===== src/design/box_blur_3x3_rgba_top_macros.svh =====
// Assertion macros for the 3x3 box blur top level.
// Needs clk and arst_n in the scope of use.
`ifndef BOX_BLUR_3X3_RGBA_TOP_MACROS_SVH
`define BOX_BLUR_3X3_RGBA_TOP_MACROS_SVH

// consequent in the same cycle
`define BBLUR_HOLDS(label, ante, cons, msg) \
	label: assert property (@(posedge clk) disable iff (!arst_n) (ante) |-> (cons)) \
		else $error(msg);

// consequent in the next cycle
`define BBLUR_NEXT(label, ante, cons, msg) \
	label: assert property (@(posedge clk) disable iff (!arst_n) (ante) |=> (cons)) \
		else $error(msg);

`endif


===== src/design/bblur_pkg.sv =====
// Shared constants, types and helpers of the 3x3 box blur.
// No dependencies.
`timescale 1ns / 1ps
package bblur_pkg;

	localparam int MAX_WIDTH  = 1024;
	localparam int MAX_HEIGHT = 1024;
	localparam int COL_W      = $clog2(MAX_WIDTH);
	localparam int ROW_W      = $clog2(MAX_HEIGHT) + 1;
	localparam int DIM_W      = 11;
	localparam int CFG_IDX_W  = 1;
	localparam int RGB_W      = 24;
	localparam int CH_W       = 8;
	localparam int SUM_W      = 12;
	localparam int DIV9_MUL   = 3641;
	localparam int DIV9_SHIFT = 15;

	localparam logic [DIM_W-1:0] RESET_WIDTH  = 11'd800;
	localparam logic [DIM_W-1:0] RESET_HEIGHT = 11'd600;
	localparam logic [DIM_W-1:0] LIMIT_WIDTH  = DIM_W'(MAX_WIDTH);
	localparam logic [DIM_W-1:0] LIMIT_HEIGHT = DIM_W'(MAX_HEIGHT);
	localparam logic [CH_W-1:0]  ALPHA        = 8'hFF;

	typedef enum logic [CFG_IDX_W-1:0] {
		REG_FRAME_WIDTH  = 1'b0,
		REG_FRAME_HEIGHT = 1'b1
	} cfg_reg_t;

	typedef enum logic {
		CMD_PIXEL = 1'b0,
		CMD_DRAIN = 1'b1
	} cmd_t;

	typedef logic [RGB_W-1:0] rgb_t;

	typedef struct packed {
		rgb_t upper;
		rgb_t middle;
		rgb_t lower;
	} column_t;

	typedef struct packed {
		logic             adv;
		logic             emit;
		logic             eof;
		logic [COL_W-1:0] col;
		logic [2:0]       row_mask;
		logic [2:0]       col_mask;
		rgb_t             rgb;
	} issue_t;

	typedef struct packed {
		logic             valid;
		logic             eof;
		logic [SUM_W-1:0] red;
		logic [SUM_W-1:0] green;
		logic [SUM_W-1:0] blue;
	} sums_t;

	// floor(s / 9) for s up to 9 * 255
	function automatic logic [CH_W-1:0] div9(input logic [SUM_W-1:0] s);
		logic [2*SUM_W-1:0] p;
		p = (2*SUM_W)'(s) * (2*SUM_W)'(DIV9_MUL);
		return p[DIV9_SHIFT +: CH_W];
	endfunction

	// 0 reads as 1, anything over the limit as the limit
	function automatic logic [DIM_W-1:0] eff_dim(input logic [DIM_W-1:0] raw,
			input logic [DIM_W-1:0] lim);
		logic [DIM_W-1:0] r;
		if (raw == '0)
			r = DIM_W'(1);
		else if (raw > lim)
			r = lim;
		else
			r = raw;
		return r;
	endfunction

endpackage


===== src/design/bblur_ctrl.sv =====
// Frame sequencing of the box blur: size registers, raster position, drain count.
// Issues one line-store step per cycle at most, none while en is low. Depends on bblur_pkg.
`timescale 1ns / 1ps
module bblur_ctrl import bblur_pkg::*; (
	input  logic                 clk,
	input  logic                 arst_n,
	input  logic                 en,
	input  logic                 item_valid,
	output logic                 item_stall,
	input  logic                 command,
	input  logic [31:0]          pixel_in,
	input  logic                 cfg_we,
	input  logic [CFG_IDX_W-1:0] cfg_index,
	input  logic [DIM_W-1:0]     cfg_data,
	output issue_t               iss
);

	logic [DIM_W-1:0] width_q, height_q, drain_q;
	logic [COL_W-1:0] col_q, col_nx;
	logic [ROW_W-1:0] row_q, row_nx;
	logic             phantom_q;
	logic             accept, pix_go, drn_go, ph_go, adv;
	logic             emit_last, emit_mid, wrap;
	logic [DIM_W-1:0] col_inc;
	logic [ROW_W:0]   row_sum, row_lim, row_off;

	assign item_stall = !en || phantom_q;
	assign accept     = item_valid && !item_stall;
	assign pix_go     = accept && (cmd_t'(command) == CMD_PIXEL) && (drain_q == '0);
	assign drn_go     = accept && (cmd_t'(command) == CMD_DRAIN) && (drain_q != '0);
	// one-row frames step once over the empty position before draining
	assign ph_go      = phantom_q && en;
	assign adv        = pix_go || drn_go || ph_go;

	assign emit_last = (col_q == '0) && (row_q >= ROW_W'(2));
	assign emit_mid  = (col_q != '0) && (row_q != '0);

	assign col_inc = DIM_W'(col_q) + DIM_W'(1);
	assign wrap    = col_inc >= width_q;
	assign col_nx  = wrap ? '0 : col_inc[COL_W-1:0];
	assign row_nx  = wrap ? row_q + ROW_W'(1) : row_q;

	always_comb begin
		iss.adv  = adv;
		iss.emit = adv && (emit_last || emit_mid);
		iss.eof  = drn_go && (drain_q == DIM_W'(1));
		iss.col  = col_q;
		iss.rgb  = pix_go ? pixel_in[31:8] : '0;
		row_off  = emit_last ? (ROW_W+1)'(3) : (ROW_W+1)'(2);
		row_lim  = (ROW_W+1)'(height_q) + row_off;
		row_sum  = '0;
		for (int k = 0; k < 3; k++) begin
			row_sum         = (ROW_W+1)'(row_q) + (ROW_W+1)'(k);
			iss.row_mask[k] = (row_sum >= row_off) && (row_sum < row_lim);
		end
		if (emit_last)
			iss.col_mask = {1'b0, 1'b1, width_q >= DIM_W'(2)};
		else
			iss.col_mask = {1'b1, 1'b1, col_q >= COL_W'(2)};
	end

	always_ff @(posedge clk or negedge arst_n) begin
		if (!arst_n) begin
			width_q   <= RESET_WIDTH;
			height_q  <= RESET_HEIGHT;
			col_q     <= '0;
			row_q     <= '0;
			drain_q   <= '0;
			phantom_q <= 1'b0;
		end else if (cfg_we) begin
			unique case (cfg_reg_t'(cfg_index))
				REG_FRAME_WIDTH:  width_q  <= eff_dim(cfg_data, LIMIT_WIDTH);
				REG_FRAME_HEIGHT: height_q <= eff_dim(cfg_data, LIMIT_HEIGHT);
			endcase
			col_q     <= '0;
			row_q     <= '0;
			drain_q   <= '0;
			phantom_q <= 1'b0;
		end else if (adv) begin
			// last drain beat returns to the top of the frame
			col_q <= iss.eof ? '0 : col_nx;
			row_q <= iss.eof ? '0 : row_nx;
			if (pix_go && (row_nx >= ROW_W'(height_q))) begin
				drain_q   <= (height_q == DIM_W'(1)) ? width_q : width_q + DIM_W'(1);
				phantom_q <= (height_q == DIM_W'(1));
			end
			if (ph_go)
				phantom_q <= 1'b0;
			if (drn_go)
				drain_q <= drain_q - DIM_W'(1);
		end
	end

endmodule


===== config.mk =====
export PLATFORM = sky130hd
export DESIGN_NAME = bblur_ctrl
export DESIGN_NICKNAME = d
export VERILOG_FILES = /design/src/design/box_blur_3x3_rgba_top_macros.svh /design/src/design/bblur_pkg.sv /design/src/design/bblur_ctrl.sv
export SDC_FILE = /design/constraint.sdc
export NUM_CORES = 1
export LEC_CHECK = 0
export ABC_AREA = 1
export BUFFER_PORTS_ARGS = -buffer_cell sky130_fd_sc_hd__buf_2
export CAP_MARGIN = 20
export CELL_PAD_IN_SITES_DETAIL_PLACEMENT = 0
export CELL_PAD_IN_SITES_GLOBAL_PLACEMENT = 1
export CORE_ASPECT_RATIO = 1.5
export CORE_MARGIN = 3
export CORE_UTILIZATION = 30
export CTS_BUF_LIST = sky130_fd_sc_hd__clkbuf_8
export DETAILED_ROUTE_END_ITERATION = 8
export PLACE_DENSITY = 0.62
export SYNTH_ARGS = -nofsm -noshare
export SYNTH_HDL_FRONTEND = slang
export SYNTH_SLANG_ARGS = --single-unit

===== constraint.sdc =====
create_clock -name clk -period 6.84 [get_ports clk]
set_input_delay 0.684 -clock clk [delete_from_list [all_inputs] [get_ports clk]]
set_output_delay 0.684 -clock clk [all_outputs]
set_load 0.005 [all_outputs]

======== Word-level counts from Yosys, hierarchy flattened ========
Cells that the tools add are included.
W data, S select, Z words.
storage, ports and cells
  register bits after elaboration ......... 55
  bits of input ports ..................... 50
  output and inout bits ................... 44
  word-level logic and storage cells ...... 84
operators by class
  $add $sub $neg .......................... 7
  magnitude comparators ................... 12
  equality and inequality tests ........... 2
  muxes and demuxes ....................... 22
  bitwise gates (word level) .............. 2
  reductions and logical operators ........ 33
operators by type and width
  kind                     number
  $mux W11                 11
  $mux W10                 4
  $ge A12 B2 Y1            2
  $lt A12 B12 Y1           2
  $mux W24                 1
  $add A11 B1 Y11 const B  2
  $eq A11 B1 Y1 const B    2
  $ge A11 B11 Y1           2
  $ge A11 B2 Y1 const B    2
  $logic_not A11 Y1        2
  $reduce_bool A11 Y1      2
  $logic_and A1 B1 Y1      14
  $add A11 B1 Y12 const B  1
  $add A11 B2 Y12          1
  $add A11 B2 Y12 const B  1
  $lt A11 B12 Y1           1
  $add A10 B1 Y11 const B  1
  $ge A11 B2 Y1            1
  $gt A11 B11 Y1 const B   1
  $sub A11 B1 Y11 const B  1
  $ge A10 B2 Y1 const B    1
  $logic_not A10 Y1        1
  $reduce_bool A10 Y1      1
  $reduce_and A2 Y1        4
  7 further kinds          17

======== Depth between registers and ports, before layout ========
  word-level depth ........................ 11
  gate-level depth with buffers ........... 30
  mapped depth without buffers ............ 28

======== Worst setup path after synthesis ========
Ideal clock, no wire load.
  path type ............................... reg2out
  from .................................... register col_q[3]
  to ...................................... output port iss[28] (netlist name)
  data arrival time ....................... 3413 ps
  required time ........................... 6156 ps
  slack ................................... 2743 ps
  stages on the path, launching flop included .. 21
  buffers on the path ..................... 0
  path through ............................ dfrtp_1 -> or2_2 -> or2_2 -> nor2_1 -> nand2_1 -> inv_1 -> ha_1 -> inv_1 -> ha_1 -> or2_2 -> nor2_1 -> nand4_1 -> nor2_1 -> nand2_1 -> xor2_1 -> ha_1 -> nand4_1 -> inv_1 -> nand2_1 -> o2111ai_1 -> nor2_1
RTL lines
  element                 RTL line          source
  from (decl)             bblur_ctrl.sv:19  logic [COL_W-1:0] col_q, col_nx;
  from (signal assigned)  bblur_ctrl.sv:81  col_q <= iss.eof ? '0 : col_nx;
  to (decl)               bblur_ctrl.sv:15  output issue_t iss

==> impl_metrics.ini <==
[timing]
final_max_slew_viol_count = 0
fmax_mhz = 193
fin_crit_sh_pct = 75.7
tns_ns = 0
rsz0062_at_grt = no
fin_crit_ns = 5.18
worst_pin_slew_ns = 0.790
hold_viol_final = 0
finalClockSkew_ns = 0.0125
maxSlewHeadroom_pct = 47.3
setup_viol = 0

[global_routing]
overflow = 0
grt_pass1_wl_microns = 30900
track_usage_pct = 18.0
antenna_found_initial = 0
grt_max_degree = 56
grt_pass1_vias = 6103

[logic_synthesis]
syn_area_sq_mm = 0.00596
yosysSeqAreaShare_pct = 23.3
syn_avg_cell_area_sq_um = 6.28
synth_area_leaders = dfrtp_1 (20%), nand2_1 (19%), ha_1 (15%)
synth_nets = 1071
yosysTopAreaCellShare_pct = 20.2
synth_top_cell_by_area = dfrtp_1
synth-seq-cells = 55
synth_cell_types = 40
ys_warn_count = 0
postSynthCellCount = 949

[clocking]
clkLatencyLatePin_ns = 0.33
cts_tree = done
cts_sinks = 55
clock_path_buffers = 2
clk_pin_slew_ns = 0.12
ctsResizeCount = 0
root_buffer = clkbuf_8
postCtsHoldBufs = 0
cts_setup_buffers = 0
htreeDepth = 2
numCtsBuffers = 5

[flow_run]
max-cap-violations = 0

[cells_and_area]
drive_above_1_share_pct = 11.9
nFillCells = 2196
multiInputGateArea_sq_mm = 0.00391
area_delta_synth_final_pct = 12.2
final_nets = 1142
final_common_cell = nand2_1
regArea_sq_mm = 0.00139
finalInstanceArea_sq_mm = 0.00668
final_cell_mix = nand2_1 (306), inv_1 (142), nor2_1 (109), buf_2 (84), ha_1 (72)
n_antenna_cell = 0

[setup_path]
crit_path_end_kind = primary output
cp_max_fo = 10
worstSetupPathType = reg2out
worst-endpoint-required_ns = 6.16
crit_path_start_kind = register
arrival_ns = 4.50

[placement]
routabilityCongestion = 0.837
hpwl_microns = 15400
numPortBuffers = 84
dpl_cell_area_sq_mm = 0.00659

[floorplanning]
die-area_sq_mm = 0.0216
pin_count = 94
die_y_microns = 179
core-area_sq_mm = 0.0193
die_w_microns = 121
initial_core_util_pct = 30.8
rows = 62

[detailed_routing]
wl_microns = 18800
via_count = 6029
drt-pass1-iter-count = 4
via_per_inst = 4.72
first_iter_violations = 214
postRouteAntennaNets = 0
drc_errors = 0
avgRoutedWirePerCell_microns = 14.7

[power]
p_leak_nw = 3.93
powerDensity_mw_per_mm2 = 142
vdd_ir_drop_max_v = 0.0000882

[run_status]
status = finished, final reports clean

[worst_hold_path]
holdCritPathClass = in2async
-- worst max-delay path, stage by stage, from the launching register on --
cell	delay, ns
dfrtp_1	0.55
inv_1	0.38
ha_1	0.22
nand2_1	0.05
nand3_1	0.08
nand2_1	0.08
inv_1	0.20
ha_1	0.20
inv_1	0.06
ha_1	0.19
or2_2	0.34
nor2_1	0.18
nand4_1	0.14
nor2_1	0.21
nand2_1	0.09
xor2_1	0.32
ha_1	0.31
nand4_1	0.13
nor3_1	0.06
nand2_1	0.07
o2111ai_1	0.10
nor2_1	0.11
buf_2	0.11
-- layout make-up --
| type | instances | share of cell area [%] |
|---|---|---|
| clock buffers | 6 | 1.24 |
| clock inverters | 2 | 0.131 |
| well taps | 256 | 4.79 |
| inverters | 143 | 8.03 |
| multi-input cells | 729 | 58.6 |
| flip-flops and latches | 55 | 20.7 |
| repair buffers | 86 | 6.52 |
-- cells in the mapped netlist --
cell type,instances
nor2_2,6
nand4_1,26
clkbuf_1,10
o21a_1,1
inv_2,2
nand2_1,306
o21ai_0,34
inv_1,141
ha_1,72
xnor2_1,4
nand2_2,2
nor2_4,4
nor4_1,3
o21bai_1,2
or2_2,4
nor2_1,109
nand4_2,1
o2111ai_1,2
nand2_4,1
buf_6,2
dfrtp_1,48
dfstp_2,7
buf_4,4
and2_1,1
a21o_1,1
o31a_1,1
a21oi_1,36
o22ai_1,4
nand3_2,1
nand3_1,68
buf_2,5
nand3b_1,3
nand3_4,1
clkbuf_2,1
nor3b_1,2
o31ai_1,1
xor2_1,21
and3_1,1
conb_1,1
nor3_1,10
-- metal layers --
metal / routed length [microns] / up-vias / GRT usage, % / share of wire (%)
met1: 7650 / 2728 / 20.1 / 41
met5: 0 / - / 0 / 0
met3: 504 / 33 / 1.33 / 2.7
li1: - / 3139 / - / -
met2: 10000 / 129 / 34.9 / 53
met4: 598 / 0 / 6.71 / 3.2
-- worst paths after layout --
path	from	end	slack, ns	depth (start not counted)
setup / recovery	row_q[0]	iss[28]	1.66	22
hold / removal	arst_n	col_q[9]	0.50	2
setup reg to reg	col_q[0]	drain_q[6]	2.00	21
hold reg to reg	height_q[6]	height_q[6]	0.51	2
max in group asynchronous	arst_n	height_q[7]	5.81	2
min in group clk	height_q[6]	height_q[6]	0.51	2
-- report_power, final --
group,internal (mW),leakage [nW],switching [mW]
registers,0.356,0.715,0.0469
clock network,0.0810,0.0524,0.122
logic,0.124,3.17,0.218
total,0.560,3.93,0.387
-- state kept, by name, summed over array words and instances (netlist names) --
name	flops
col_q	10
width_q	11
row_q	11
height_q	11
phantom_q	1
drain_q	11
-- through the flow --
stage	power (mW)	setup slack (ns)	hold WS, ns	instances	utilization [%]
after global placement	0.755	1.93	0.474	1269	34.1
final	0.947	1.66	0.500	1277	34.6
after CTS	0.967	1.56	0.519	1277	34.6
after detailed placement	0.756	1.93	0.497	1269	34.1
after global routing	1.03	1.11	0.556	1277	34.6
after floorplan	0.639	2.74	0.388	949	-
-- logic make-up (layout without fill, tap and decap cells) --
logic type	Yosys count	after routing	synth area share [%]
adder cells (fa/ha/maj)	72	72	15.1
flip-flops	55	55	23.3
AO/OA/AOI/OAI	82	82	7.37
XOR/XNOR	25	25	3.68
other	1	1	0.0630
buffers and inverters	165	237	11.0
AND/OR/NAND/NOR	549	549	39.5
No activity file was read; power rests on OpenSTA's default activity.
