### src/design/box_blur_3x3_rgba_top_macros.svh
// Assertion macros for the 3x3 box blur top level.
// Needs clk and arst_n in the scope of use.
`ifndef BOX_BLUR_3X3_RGBA_TOP_MACROS_SVH
`define BOX_BLUR_3X3_RGBA_TOP_MACROS_SVH

// consequent in the same cycle
`define BBLUR_HOLDS(label, ante, cons, msg) \
	label: assert property (@(posedge clk) disable iff (!arst_n) (ante) |-> (cons)) \
		else $error(msg);

// consequent in the next cycle
`define BBLUR_NEXT(label, ante, cons, msg) \
	label: assert property (@(posedge clk) disable iff (!arst_n) (ante) |=> (cons)) \
		else $error(msg);

`endif

### src/design/bblur_pkg.sv
// Shared constants, types and helpers of the 3x3 box blur.
// No dependencies.
`timescale 1ns / 1ps
package bblur_pkg;

	localparam int MAX_WIDTH  = 1024;
	localparam int MAX_HEIGHT = 1024;
	localparam int COL_W      = $clog2(MAX_WIDTH);
	localparam int ROW_W      = $clog2(MAX_HEIGHT) + 1;
	localparam int DIM_W      = 11;
	localparam int CFG_IDX_W  = 1;
	localparam int RGB_W      = 24;
	localparam int CH_W       = 8;
	localparam int SUM_W      = 12;
	localparam int DIV9_MUL   = 3641;
	localparam int DIV9_SHIFT = 15;

	localparam logic [DIM_W-1:0] RESET_WIDTH  = 11'd800;
	localparam logic [DIM_W-1:0] RESET_HEIGHT = 11'd600;
	localparam logic [DIM_W-1:0] LIMIT_WIDTH  = DIM_W'(MAX_WIDTH);
	localparam logic [DIM_W-1:0] LIMIT_HEIGHT = DIM_W'(MAX_HEIGHT);
	localparam logic [CH_W-1:0]  ALPHA        = 8'hFF;

	typedef enum logic [CFG_IDX_W-1:0] {
		REG_FRAME_WIDTH  = 1'b0,
		REG_FRAME_HEIGHT = 1'b1
	} cfg_reg_t;

	typedef enum logic {
		CMD_PIXEL = 1'b0,
		CMD_DRAIN = 1'b1
	} cmd_t;

	typedef logic [RGB_W-1:0] rgb_t;

	typedef struct packed {
		rgb_t upper;
		rgb_t middle;
		rgb_t lower;
	} column_t;

	typedef struct packed {
		logic             adv;
		logic             emit;
		logic             eof;
		logic [COL_W-1:0] col;
		logic [2:0]       row_mask;
		logic [2:0]       col_mask;
		rgb_t             rgb;
	} issue_t;

	typedef struct packed {
		logic             valid;
		logic             eof;
		logic [SUM_W-1:0] red;
		logic [SUM_W-1:0] green;
		logic [SUM_W-1:0] blue;
	} sums_t;

	// floor(s / 9) for s up to 9 * 255
	function automatic logic [CH_W-1:0] div9(input logic [SUM_W-1:0] s);
		logic [2*SUM_W-1:0] p;
		p = (2*SUM_W)'(s) * (2*SUM_W)'(DIV9_MUL);
		return p[DIV9_SHIFT +: CH_W];
	endfunction

	// 0 reads as 1, anything over the limit as the limit
	function automatic logic [DIM_W-1:0] eff_dim(input logic [DIM_W-1:0] raw,
			input logic [DIM_W-1:0] lim);
		logic [DIM_W-1:0] r;
		if (raw == '0)
			r = DIM_W'(1);
		else if (raw > lim)
			r = lim;
		else
			r = raw;
		return r;
	endfunction

endpackage

### src/design/bblur_window.sv
// Neighbour window of the last two columns plus the incoming one; masked channel sums.
// Depends on bblur_pkg.
`timescale 1ns / 1ps
module bblur_window import bblur_pkg::*; (
	input  logic    clk,
	input  logic    arst_n,
	input  logic    en,
	input  issue_t  iss_s1,
	input  column_t column,
	output sums_t   sums_s2
);

	rgb_t             prev2_q [3];
	rgb_t             prev1_q [3];
	rgb_t             incoming [3];
	rgb_t             pix;
	logic [SUM_W-1:0] red_sum, green_sum, blue_sum;

	assign incoming[0] = column.upper;
	assign incoming[1] = column.middle;
	assign incoming[2] = column.lower;

	always_comb begin
		red_sum   = '0;
		green_sum = '0;
		blue_sum  = '0;
		pix       = '0;
		for (int k = 0; k < 3; k++) begin
			for (int j = 0; j < 3; j++) begin
				case (j)
					0:       pix = prev2_q[k];
					1:       pix = prev1_q[k];
					default: pix = incoming[k];
				endcase
				if (iss_s1.row_mask[k] && iss_s1.col_mask[j]) begin
					red_sum   = red_sum   + SUM_W'(pix[23:16]);
					green_sum = green_sum + SUM_W'(pix[15:8]);
					blue_sum  = blue_sum  + SUM_W'(pix[7:0]);
				end
			end
		end
	end

	always_ff @(posedge clk or negedge arst_n) begin
		if (!arst_n) begin
			for (int k = 0; k < 3; k++) begin
				prev2_q[k] <= '0;
				prev1_q[k] <= '0;
			end
			sums_s2 <= '0;
		end else if (en) begin
			if (iss_s1.adv) begin
				for (int k = 0; k < 3; k++) begin
					prev2_q[k] <= prev1_q[k];
					prev1_q[k] <= incoming[k];
				end
			end
			sums_s2.valid <= iss_s1.adv && iss_s1.emit;
			sums_s2.eof   <= iss_s1.eof;
			sums_s2.red   <= red_sum;
			sums_s2.green <= green_sum;
			sums_s2.blue  <= blue_sum;
		end
	end

endmodule

### config.mk
export PLATFORM = sky130hd
export DESIGN_NAME = bblur_window
export DESIGN_NICKNAME = d
export VERILOG_FILES = /design/src/design/box_blur_3x3_rgba_top_macros.svh /design/src/design/bblur_pkg.sv /design/src/design/bblur_window.sv
export SDC_FILE = /design/constraint.sdc
export NUM_CORES = 1
export LEC_CHECK = 0
export BUFFER_PORTS_ARGS = -buffer_cell sky130_fd_sc_hd__buf_2
export CORE_ASPECT_RATIO = 0.8
export CORE_MARGIN = 3
export CORE_UTILIZATION = 55
export CTS_CLUSTER_SIZE = 25
export DETAILED_ROUTE_END_ITERATION = 7
export GPL_TIMING_DRIVEN = 0
export PLACE_DENSITY_LB_ADDON = 0.3
export SYNTH_ARGS = -nofsm -noshare
export SYNTH_HDL_FRONTEND = slang
export SYNTH_SLANG_ARGS = --single-unit
export TNS_END_PERCENT = 50
### constraint.sdc
create_clock -name clk -period 27.3 [get_ports clk]
set_input_delay 2.73 -clock clk [delete_from_list [all_inputs] [get_ports clk]]
set_output_delay 2.73 -clock clk [all_outputs]
set_load 0.05 [all_outputs]
After elaboration in Yosys (flattened, before gate mapping)
Cells that the tools add are included.
Storage, ports and cells
  flip-flop bits (word level): 182
  input port bits: 118
  output and inout port bits: 38
  logic and storage cells: 73
Operators by class
  $add $sub $neg: 24
  muxes and demuxes: 27
  reduce and logical (&&, ||, !) cells: 11
Operators by type and width (count)
  $add A12 B8 Y12: 24
  $mux W12: 24
  $mux W8: 3
  $logic_and A1 B1 Y1: 10
  $reduce_and A2 Y1: 1

Logic depth before layout (Yosys ltp)
Gate-level depths: netlist of the first run.
  depth in word-level cells: 18
  depth in mapped cells: 54
  gate-level depth less buffers: 51

Least setup slack after synthesis of the first run
Ideal clock, no wire load.
  kind: input port to flip-flop
  start: in iss_s1[27] (netlist bit)
  end: reg sums_s2[11] (netlist bit)
  library setup time: 0.082 ns
  data arrival time: 11.763 ns
  data required time: 27.218 ns
  path slack: 15.455 ns
  stages on the path: 52
  path buffers: 3
  cell sequence: buf_2 > clkbuf_1 > clkbuf_1 > and3_1 > ha_1 > inv_1 > fa_1 > nor2b_1 > a21oi_1 > nor2b_1 > ha_1 > a21o_1 > a21oi_1 > xnor2_1 > mux2_2 > ha_1 > o21a_1 > o31a_1 > [16 not listed] > ha_1 > or3_1 > a21oi_1 > a21oi_1 > ha_1 > o21ai_0 > nor2b_1 > xnor2_1 > o21ai_0 > o41ai_1 > ha_1 > nor2b_1 > nor2_1 > or3_4 > a211o_1 > a2111oi_4 > o211ai_1 > a31oi_1
Between the ends
  cells in the longest elaborated chain, start to end: 18
  elaborated cells on any way between the ends: 20
  those cells by class: add/sub: 8; mux: 9; reduce/logical: 3
RTL lines
  start: declaration: line bblur_window.sv:8  | input issue_t iss_s1,
  $logic_and A1 B1 Y1: line bblur_window.sv:35  | if (iss_s1.row_mask[k] && iss_s1.col_mask[j]) begin
  $mux W8: line bblur_window.sv:35
  $add A12 B8 Y12: line bblur_window.sv:38  | blue_sum = blue_sum + SUM_W'(pix[7:0]);
  $mux W12: line bblur_window.sv:35
  $add A12 B8 Y12: line bblur_window.sv:38
  $mux W12 (*): line bblur_window.sv:35
  $add A12 B8 Y12: line bblur_window.sv:38
  $mux W12 (*): line bblur_window.sv:35
  [2 not listed]
  $add A12 B8 Y12: line bblur_window.sv:38
  $mux W12 (*): line bblur_window.sv:35
  $add A12 B8 Y12: line bblur_window.sv:38
  $mux W12 (*): line bblur_window.sv:35
  $add A12 B8 Y12: line bblur_window.sv:38
  $mux W12 (*): line bblur_window.sv:35
  $add A12 B8 Y12: line bblur_window.sv:38
  $mux W12 (*): line bblur_window.sv:35
  end: declaration: line bblur_window.sv:10  | output sums_t sums_s2
Every way passes the cells marked *; elsewhere a longest branch is shown, timed or not.
A chain may end at the register's enable or synchronous reset.

Worst setup path after layout of the first run
Ends and elaborated chain as after synthesis.

==> out/qor.txt, run 1 <==
Max clock buf depth -> 2
number of synthesized register bits -> 182
CTS tree -> built
RD Place Congestion -> 0.912
DRT antenna net count -> 0
Leakage -> 0.00911 uW
vias in the first global route -> 15700
GRT Total Usage -> 29.0%
final instance area -> 0.0197 mm2
post-CTS setup buffers -> 0
Ports -> 156
worst vdd ir -> 65.9 uV
Nets -> 2523
crit start category -> input pin
worst skew pair latency -> 0.46 ns
Worst Setup SP -> iss_s1[27]
Placed Area -> 0.0192 mm2
Worst Path Required -> 27.68 ns
run status -> complete, no violations
Detailed Route Iter0 Violations -> 1487
Fin Setup TNS -> 0 ns
Final Hold Vio Count -> 0
Die ar. -> 0.0350 mm2
Slowest Stage Delay on Critical Path -> 0.51 ns
synthesized area -> 0.0180 mm2
Die H -> 168 um
RSZ-0062 raised after global routing -> false
CP max FO -> 10
Avg Cell Area, Syn -> 8.78 um2
Rel. slew slack -> 26.2%
H-Tree Depth -> 4
WL/cell -> 19.6 um
Synth cell types -> 89
cell count after synthesis -> 2051
final setup vio count -> 0
PwrDens -> 80.1 mW/mm2
Register Area -> 0.00455 mm2
Congestion Overflow GR -> 0
first-pass GRT wire length -> 81500 um
Worst setup endpoint -> sums_s2[11]$_DFFE_PN0P_
drt pass-1 iters -> 6
die width -> 208 um
total CTS buffers -> 17
Starting Density -> 56.5%
hold crit path type -> register to register
RR Endpoint -> sums_s2[11]$_DFFE_PN0P_
vias -> 16100
most used flip-flop cell after synthesis -> dfrtp_1
floorplan core area -> 0.0319 mm2
final WL -> 51300 um
Site Rows -> 58
kind of critical path -> input pin to register
CTS clk-pin slew, worst paths -> 0.07 ns
area of the multi-input gates -> 0.0126 mm2
Final Cycle Share -> 48.7%
Post-synth EDFFs -> 0
Post-CTS Resized -> 0
Slew Limit Fails -> 0
hold-fix buffers at CTS -> 0
largest net degree at the start of global routing -> 94
fillers -> 2757
fraction of layout cells with a size suffix above 1 -> 16.8%
area grow syn2layout -> 9.56%
Tmin final -> 13.28 ns
critical path's most frequent cell -> ha_1
Max-cap violations -> 0
CTS sink cnt -> 182
number of antenna violations at the first check in global routing -> 0
Async S/R FF share, synth -> 100%
drt drc -> 0
register area share after synthesis -> 25.3%
worst hold slack -> 0.503 ns
Fmax -> 75.3 MHz
Root Buffer -> clkbuf_16
clock skew -> 0.00885 ns
WP data arrival -> 13.67 ns
origin of the critical flop-to-flop path -> prev2_q[48]$_DFFE_PN0P_
I/O Buffers -> 118
Crit-path slowest cell -> clkbuf_1
crit path capture type -> register
Reg2Reg Setup Slack -> 17.18 ns
Via density -> 6.13
Final HPWL DP -> 41100 um
syn nets -> 2385
Yosys warnings -> 0
worst-margin pin slew -> 1.11 ns
FF-to-FF path depth -> 49
-- final cells by class --
cell class              instances  share of cell area, %
multi-input cells            1656                   64.0
flip-flops and latches        182                   23.1
well taps                     420                   2.66
plain buffers                  77                   1.58
diodes                          1                 0.0127
clock inverters                13                  0.571
inverters                     136                   2.59
repair buffers                119                   3.18
clock buffers                  19                   2.29
-- cell families (layout without fill, tap and decap cells) --
kind of cell | after synthesis | in the layout | share of synthesized area [%]
other cells | 0 | 1 | 0
compound gates | 602 | 602 | 21.6
fa+ha+maj | 218 | 218 | 16.1
simple gates | 504 | 504 | 13.1
buf+inv | 213 | 364 | 4.57
xor+xnor | 135 | 135 | 7.08
mux | 197 | 197 | 12.2
flops | 182 | 182 | 25.3
-- synthesized netlist by cell type (6+ instances only) --
| master | instances | area, um2 |
|---|---|---|
| o21ai_0 | 154 | 771 |
| nand2_1 | 144 | 541 |
| o211ai_1 | 16 | 120 |
| inv_1 | 136 | 510 |
| mux2_2 | 179 | 2020 |
| nand3_1 | 11 | 55.1 |
| nor2b_1 | 51 | 319 |
| o21a_1 | 42 | 315 |
| or3_1 | 9 | 56.3 |
| a31oi_1 | 18 | 113 |
| o31ai_1 | 17 | 128 |
| clkbuf_1 | 66 | 248 |
| a211o_1 | 7 | 61.3 |
| and3_1 | 32 | 200 |
| a41oi_1 | 6 | 52.6 |
| nor2_1 | 170 | 638 |
| a22o_1 | 10 | 87.6 |
| xor2_1 | 31 | 272 |
| dfrtp_1 | 182 | 4550 |
| a21boi_0 | 8 | 60.1 |
| o21bai_1 | 21 | 158 |
| o31a_1 | 11 | 96.3 |
| mux2i_1 | 17 | 170 |
| a21oi_1 | 164 | 821 |
| fa_1 | 24 | 480 |
| a21o_1 | 53 | 398 |
| xnor2_1 | 95 | 832 |
| a211oi_1 | 20 | 150 |
| nor3_1 | 29 | 145 |
| ha_1 | 192 | 2400 |
| a22oi_1 | 7 | 52.6 |
| and2_1 | 14 | 87.6 |
| nand2b_1 | 14 | 87.6 |
-- through the flow --
stage	total power (uW)	instances	worst slack, ns	util [%]
3_5_place_dp	1320	2590	13.71	60.2
2_1_floorplan	1120	2051	15.45	-
3_3_place_gp	1280	2589	14.01	60.1
4_1_cts	1570	2622	14.15	61.9
6_report	1580	2623	14.02	62.0
5_1_grt	1710	2622	13.24	61.9
-- worst min-delay path by stage --
stage,startpoint,end,cells past startpoint
after floorplan,prev2_q[65]$_DFFE_PN0P_,prev2_q[65]$_DFFE_PN0P_,2
after global placement,sums_s2[19]$_DFFE_PN0P_,sums_s2[19]$_DFFE_PN0P_,2
after detailed placement,sums_s2[19]$_DFFE_PN0P_,sums_s2[19]$_DFFE_PN0P_,2
after CTS,sums_s2[19]$_DFFE_PN0P_,sums_s2[19]$_DFFE_PN0P_,2
after global routing,prev2_q[68]$_DFFE_PN0P_,prev2_q[68]$_DFFE_PN0P_,1
final,sums_s2[21]$_DFFE_PN0P_,sums_s2[21]$_DFFE_PN0P_,1
-- metal layers --
metal	global-route usage [%]	vias to the layer above	wire (um)
met2	46.5	491	23100
met4	6.48	0	807
met1	41.0	7915	23900
met3	5.63	55	3530
li1	-	7618	-
met5	0	-	0
-- placed cells by master (no fill, tap or decap), drive strengths merged, types with 14 or more instances in the layout --
cell | netlist | routed
buf | 11 | 130
nand2 | 144 | 144
o31ai | 21 | 21
xnor2 | 100 | 100
o211ai | 16 | 16
o21ai | 157 | 157
a31oi | 18 | 18
fa | 24 | 24
nor2 | 170 | 170
mux2i | 17 | 17
a211oi | 20 | 20
clkbuf | 66 | 85
and2 | 15 | 15
o21bai | 21 | 21
inv | 136 | 142
xor2 | 33 | 33
mux2 | 180 | 180
and3 | 32 | 32
dfrtp | 182 | 182
a21oi | 164 | 164
ha | 192 | 192
nor2b | 52 | 52
a21o | 53 | 53
o21a | 42 | 42
nand2b | 14 | 14
nor3 | 30 | 30
-- critical path: cells and delay by family --
family          cells  cell delay (ns)
simple gates       11             2.21
xor+xnor            2             0.31
compound gates     26             4.03
fa+ha+maj           9             2.99
buf+inv             7             1.45
-- flip-flops by register name (all words and copies together) (netlist names) --
signal   cells
prev2_q     72
sums_s2     38
prev1_q     72
-- where the power goes --
part / switching, uW / leakage [uW] / internal, uW
sequential: 39.8 / 0.00215 / 329
clock: 125 / 0.000280 / 124
combinational: 551 / 0.00668 / 412
(Power assumes the default switching activity.)
==> run 2, diff against run 1 <==
==> constraint.sdc (replaced) <==
create_clock -name clk -period 11.9 [get_ports clk]
set_input_delay 1.19 -clock clk [delete_from_list [all_inputs] [get_ports clk]]
set_output_delay 1.19 -clock clk [all_outputs]
set_load 0.05 [all_outputs]
==> run 2 against run 1 <==
Against the previous run: clock skew rose by 0.00074 ns; register-to-register slack got worse by 15 ns; non-clock buffer count did not move; cell count barely moved; utilization rose by 0.051 points; die area did not move; clock power rose by 130%; combinational power rose by 130%; power rose by 130%; critical path depth did not move; worst hold slack barely moved; largest power group unchanged; via count barely moved.
==> out/qor.txt, run 2 (synthesized netlist as in run 1, its figures left out) <==
run status -> complete, no violations (unchanged)
Reg2Reg Setup Slack -> 1.80 ns (was 17.18 ns)
floorplan core area -> 0.0319 mm2 (unchanged)
final WL -> 51300 um (about the same)
critical path's most frequent cell -> ha_1 (unchanged)
CP max FO -> 10 (unchanged)
Max-cap violations -> 0 (unchanged)
DRT antenna net count -> 0 (unchanged)
Die H -> 168 um (unchanged)
final instance area -> 0.0198 mm2 (was 0.0197 mm2)
Buffers & Inverters on Critical Path -> 7 (unchanged)
Detailed Route Iter0 Violations -> 1470 (was 1487)
drt pass-1 iters -> 5 (was 6)
hold path startpoint -> sums_s2[23]$_DFFE_PN0P_ (was sums_s2[21]$_DFFE_PN0P_)
fraction of layout cells with a size suffix above 1 -> 17.1% (was 16.8%)
Max clock buf depth -> 2 (unchanged)
RSZ-0062 raised after global routing -> false (unchanged)
Register Area -> 0.00455 mm2 (unchanged)
Starting Density -> 56.5% (unchanged)
GRT Total Usage -> 29.0% (unchanged)
Root Buffer -> clkbuf_16 (unchanged)
worst vdd ir -> 151 uV (was 65.9 uV)
CTS sink cnt -> 182 (unchanged)
worst-margin pin slew -> 1.09 ns (was 1.11 ns)
Site Rows -> 58 (unchanged)
kind of critical path -> input pin to register (unchanged)
Nets -> 2523 (unchanged)
Ant. Diodes -> 0 (was 1)
Congestion Overflow GR -> 0 (unchanged)
FF-to-FF path depth -> 49 (unchanged)
H-Tree Depth -> 4 (unchanged)
Top delay family on crit path -> compound AO/OA/AOI/OAI gates (unchanged)
vias -> 16100 (about the same)
Die ar. -> 0.0350 mm2 (unchanged)
WL/cell -> 19.5 um (was 19.6 um)
first-pass GRT wire length -> 81500 um (unchanged)
Final Cycle Share -> 93.5%
area grow syn2layout -> 9.65% (was 9.56%)
final setup vio count -> 0 (unchanged)
end of the worst hold path -> sums_s2[23]$_DFFE_PN0P_ (was sums_s2[21]$_DFFE_PN0P_)
Slowest Stage Delay on Critical Path -> 0.48 ns (was 0.51 ns)
hold-fix buffers at CTS -> 0 (unchanged)
most common cell after layout, fill and taps aside -> ha_1 (unchanged)
most frequent cells in the layout -> ha_1, dfrtp_1, mux2_2 (unchanged)
worst skew pair latency -> 0.46 ns (about the same)
Rel. slew slack -> 27.6% (was 26.2%)
CTS clk-pin slew, worst paths -> 0.07 ns (about the same)
Final Hold Vio Count -> 0 (unchanged)
Slew Limit Fails -> 0 (unchanged)
area of the multi-input gates -> 0.0126 mm2 (unchanged)
PwrDens -> 184 mW/mm2 (was 80.1 mW/mm2)
Leakage -> 0.00913 uW (was 0.00911 uW)
Crit-path slowest cell -> fa_1 (was clkbuf_1)
clock skew -> 0.00959 ns (was 0.00885 ns)
RD Place Congestion -> 0.912 (unchanged)
WP data arrival -> 11.51 ns (was 13.67 ns)
drt drc -> 0 (unchanged)
die width -> 208 um (unchanged)
vias in the first global route -> 15700 (unchanged)
largest net degree at the start of global routing -> 94 (unchanged)
CTS tree -> built (unchanged)
WHS Path Cells -> 1 (unchanged)
Fin Setup TNS -> 0 ns (unchanged)
Via density -> 6.13 (about the same)
I/O Buffers -> 118 (unchanged)
crit start category -> input pin (unchanged)
Largest regs -> prev1_q: 72 flops, prev2_q: 72 flops, sums_s2: 38 flops (unchanged)
Tmin final -> 11.13 ns
total CTS buffers -> 17 (unchanged)
origin of the critical flop-to-flop path -> prev2_q[48]$_DFFE_PN0P_ (unchanged)
crit path capture type -> register (unchanged)
Fmax -> 89.8 MHz
Worst Setup SP -> iss_s1[27] (unchanged)
Ports -> 156 (unchanged)
Worst Path Required -> 12.28 ns (was 27.68 ns)
Final HPWL DP -> 41100 um (unchanged)
fillers -> 2753 (was 2757)
hold crit path type -> register to register (unchanged)
number of antenna violations at the first check in global routing -> 0 (unchanged)
Placed Area -> 0.0192 mm2 (unchanged)
RR Endpoint -> sums_s2[11]$_DFFE_PN0P_ (unchanged)
run 2: report_power, final:
group | internal [uW] | total (uW) | switching [uW]
logic | 947 | 2210 | 1270
clock network | 285 | 573 | 287
registers | 754 | 845 | 90.8
run 2: routing by layer:
layer / routed length, um / track usage (%) / vias up
li1: - / - / 7617
met1: 23700 / 41.0 / 7917
met2: 23100 / 46.5 / 488
met3: 3670 / 5.63 / 52
met4: 722 / 6.48 / 0
met5: 0 / 0 / -
run 2: timing repair:
action	in CTS	in global routing
setup endpoints to repair	0	8
setup buffers	0	1
resized for setup	0	16
run 2: stage by stage:
stage          setup WS, ns  power, uW  utilization, %  std cells  hold WS [ns]
3_5_place_dp         -0.150       3020            60.2       2590         0.484
4_1_cts               0.292       3610            61.9       2622         0.507
5_1_grt              0.0276       3920            62.0       2622         0.518
6_report              0.768       3630            62.0       2622         0.503
2_1_floorplan          1.59       2570               -       2051         0.463
3_3_place_gp          0.148       2930            60.1       2589         0.481
run 2: worst max path at each step:
stage	slack [ns]	cells after the start	endpoint
floorplan	1.59	52	sums_s2[11]$_DFFE_PN0P_
global placement	0.15	53	sums_s2[11]$_DFFE_PN0P_
detailed placement	-0.15	53	sums_s2[11]$_DFFE_PN0P_
CTS	0.29	53	sums_s2[11]$_DFFE_PN0P_
global route	0.03	55	sums_s2[11]$_DFFE_PN0P_
finish	0.77	55	sums_s2[11]$_DFFE_PN0P_
run 2: final cells by class:
cell class	instances	share of cell area, %
Inverter	136	2.58
Tap cell	420	2.66
Clock buffer	19	2.29
Timing Repair Buffer	120	3.22
Multi-Input combinational cell	1656	64.0
Buffer	76	1.64
Clock inverter	13	0.570
Sequential cell	182	23.1
==> run 3, diff against run 2 <==
--- a/config.mk
+++ b/config.mk
@@ -8,11 +8,12 @@
 export BUFFER_PORTS_ARGS = -buffer_cell sky130_fd_sc_hd__buf_2
 export CORE_ASPECT_RATIO = 0.8
 export CORE_MARGIN = 3
-export CORE_UTILIZATION = 55
+export CORE_UTILIZATION = 29
 export CTS_CLUSTER_SIZE = 25
 export DETAILED_ROUTE_END_ITERATION = 7
 export GPL_TIMING_DRIVEN = 0
 export PLACE_DENSITY_LB_ADDON = 0.3
+export REMOVE_ABC_BUFFERS = 1
 export SYNTH_ARGS = -nofsm -noshare
 export SYNTH_HDL_FRONTEND = slang
 export SYNTH_SLANG_ARGS = --single-unit
==> run 3 against run 2 <==
Against the previous run: count of clock-buffer cells in the layout grew 4; largest power group unchanged; combinational power shrank 3%; global-route usage shrank 15 points.
==> out/qor.txt, run 3 (synthesized netlist as in run 1, its figures left out) <==
drt drc -> 0 (unchanged)
P_sw -> 1560 uW (was 1640 uW)
clock share of power -> 17.4% (was 15.8%)
Rel. slew slack -> 22.7% (was 27.6%)
first-pass GRT wire length -> 76100 um (was 81500 um)
final setup vio count -> 0 (unchanged)
Worst Path Required -> 12.27 ns (was 12.28 ns)
Max-cap violations -> 0 (unchanged)
worst vdd ir -> 85.5 uV (was 151 uV)
most frequent cells in the layout -> ha_1, dfrtp_1, mux2_2 (unchanged)
hold crit path type -> register to register (unchanged)
Final HPWL DP -> 36100 um (was 41100 um)
Detailed Route Iter0 Violations -> 713 (was 1470)
Slew Limit Fails -> 0 (unchanged)
sequential share of power -> 23.2% (was 23.3%)
Buffers & Inverters on Critical Path -> 3 (was 7)
WP data arrival -> 11.28 ns (was 11.51 ns)
Die H -> 229 um (was 168 um)
end of the worst hold path -> sums_s2[19]$_DFFE_PN0P_ (was sums_s2[23]$_DFFE_PN0P_)
largest net degree at the start of global routing -> 103 (was 94)
worst-margin pin slew -> 1.16 ns (was 1.09 ns)
Via density -> 5.06 (was 6.13)
die width -> 285 um (was 208 um)
kind of critical path -> input pin to register (unchanged)
Crit path depth -> 47 (was 55)
Fin Setup TNS -> 0 ns (unchanged)
floorplan core area -> 0.0613 mm2 (was 0.0319 mm2)
Top delay family on crit path -> compound AO/OA/AOI/OAI gates (unchanged)
Starting Density -> 29.4% (was 56.5%)
Congestion Overflow GR -> 0 (unchanged)
Max clock buf depth -> 2 (unchanged)
Site Rows -> 81 (was 58)
M3 GR Usage -> 2.44% (was 5.63%)
most common cell after layout, fill and taps aside -> ha_1 (unchanged)
CTS sink cnt -> 182 (unchanged)
drt pass-1 iters -> 5 (unchanged)
final WL -> 46300 um (was 51300 um)
origin of the critical flop-to-flop path -> prev2_q[48]$_DFFE_PN0P_ (unchanged)
vias -> 15000 (was 16100)
Slowest Stage Delay on Critical Path -> 0.44 ns (was 0.48 ns)
crit path capture type -> register (unchanged)
Worst Setup SP -> iss_s1[24] (was iss_s1[27])
hold path startpoint -> sums_s2[19]$_DFFE_PN0P_ (was sums_s2[23]$_DFFE_PN0P_)
RR Endpoint -> sums_s2[11]$_DFFE_PN0P_ (unchanged)
CP max FO -> 33 (was 10)
FF-to-FF path depth -> 46 (was 49)
Leakage -> 0.00906 uW (was 0.00913 uW)
combinational fraction of design power -> 59.4% (was 60.9%)
number of antenna violations at the first check in global routing -> 6 (was 0)
vias in the first global route -> 15000 (was 15700)
WL/cell -> 15.6 um (was 19.5 um)
Ports -> 156 (unchanged)
CTS tree -> built (unchanged)
Largest regs -> prev1_q: 72 flops, prev2_q: 72 flops, sums_s2: 38 flops (unchanged)
Fmax -> 91.7 MHz (was 89.8 MHz)
met1 Use GR -> 18.9% (was 41.0%)
met2 usage in global routing -> 24.5% (was 46.5%)
DRT antenna net count -> 0 (unchanged)
CTS clk-pin slew, worst paths -> 0.07 ns (about the same)
Sw Ratio -> 43.1% (was 45.3%)
fraction of layout cells with a size suffix above 1 -> 17.2% (was 17.1%)
Final Hold Vio Count -> 0 (unchanged)
Tmin final -> 10.91 ns (was 11.13 ns)
H-Tree Depth -> 4 (unchanged)
GRT Total Usage -> 14.2% (was 29.0%)
PwrDens -> 180 mW/mm2 (was 184 mW/mm2)
Nets -> 2451 (was 2523)
total CTS buffers -> 17 (unchanged)
crit start category -> input pin (unchanged)
area grow syn2layout -> 11.5% (was 9.65%)
Pwr Total -> 3620 uW (was 3630 uW)
Ant. Diodes -> 0 (unchanged)
Internal Power -> 2060 uW (was 1990 uW)
Reg2Reg Setup Slack -> 1.76 ns (was 1.80 ns)
RD Place Congestion -> 0.809 (was 0.912)
Root Buffer -> clkbuf_16 (unchanged)
run status -> complete, no violations (unchanged)
RSZ-0062 raised after global routing -> false (unchanged)
worst skew pair latency -> 0.45 ns (was 0.46 ns)
clock skew -> 0.0136 ns (was 0.00959 ns)
fillers -> 6381 (was 2753)
I/O Buffers -> 121 (was 118)
WHS Path Cells -> 2 (was 1)
Final Cycle Share -> 91.6% (was 93.5%)
Crit-path slowest cell -> fa_1 (unchanged)
GR peak layer -> met2 (unchanged)
critical path's most frequent cell -> ha_1 (unchanged)
Die ar. -> 0.0652 mm2 (was 0.0350 mm2)
==> run 3: cell types whose count changed in the layout (fill, tap and decap cells not counted), sizes merged <==
cell	before	now
clkbuf	83	25
clkinv	6	3
buf	132	122
inv	142	136
bufinv	0	4
==> run 3: layout make-up <==
type | instances | area (um2) | share of cell area (%)
clock inverters | 8 | 146 | 0.729
inverters | 136 | 510 | 2.54
well taps | 830 | 1040 | 5.17
flip-flops and latches | 182 | 4550 | 22.7
repair buffers | 124 | 706 | 3.51
clock buffers | 23 | 478 | 2.38
multi-input cells | 1656 | 12700 | 63.0
==> run 3: how the worst max path moves through the flow <==
| stage | endpoint | slack, ns |
|---|---|---|
| after floorplan | sums_s2[11]$_DFFE_PN0P_ | 2.06 |
| after global placement | sums_s2[11]$_DFFE_PN0P_ | 0.49 |
| after detailed placement | sums_s2[11]$_DFFE_PN0P_ | 0.35 |
| after CTS | sums_s2[11]$_DFFE_PN0P_ | 0.79 |
| after global routing | sums_s2[11]$_DFFE_PN0P_ | 0.15 |
| final | sums_s2[11]$_DFFE_PN0P_ | 0.99 |
==> run 3: worst register-to-register path, delay by kind of cell, from the launching register on <==
| family | cells | cell delay [ns] |
|---|---|---|
| AO/OA/AOI/OAI | 19 | 3.20 |
| adder cells (fa/ha/maj) | 9 | 2.96 |
| AND/OR/NAND/NOR | 12 | 2.63 |
| XOR/XNOR | 3 | 0.42 |
| flip-flops | 1 | 0.40 |
| multiplexers | 1 | 0.28 |
| buffers and inverters | 2 | 0.15 |
==> run 3: metrics by stage <==
stage | setup WS, ns | cell area [um2] | utilization (%) | hold slack, ns | std cells
after global placement | 0.495 | 19300 | 31.6 | 0.481 | 2925
final | 0.994 | 20100 | 32.8 | 0.492 | 2959
after CTS | 0.793 | 20100 | 32.7 | 0.497 | 2959
after detailed placement | 0.347 | 19400 | 31.7 | 0.480 | 2928
after floorplan | 2.06 | 17700 | - | 0.463 | 1974
after global routing | 0.155 | 20100 | 32.8 | 0.503 | 2959
==> run 3: what timing repair did <==
| action | 4_1_cts | 5_1_grt |
|---|---|---|
| buffers inserted | 0 | 0 |
| gates resized for setup | 0 | 3 |
| endpoints found under the setup margin | 0 | 1 |
| endpoints found under the hold margin | 0 | 0 |
| hold buffers | 0 | 0 |
==> run 3: per-layer routing <==
layer | share of wire (%) | up-vias
met5 | 0.11 | -
met4 | 1.1 | 8
met3 | 3.8 | 44
met2 | 47 | 224
met1 | 48 | 7228
li1 | - | 7479
==> run 3: power groups by stage <==
stage                     combinational, uW  clock, uW  sequential (uW)
after global placement                 2080          0              849
after detailed placement               2140          0              853
after CTS                              2160        655              842
final                                  2150        629              840
after floorplan                        1580          0              980
after global routing                   2420        676              859
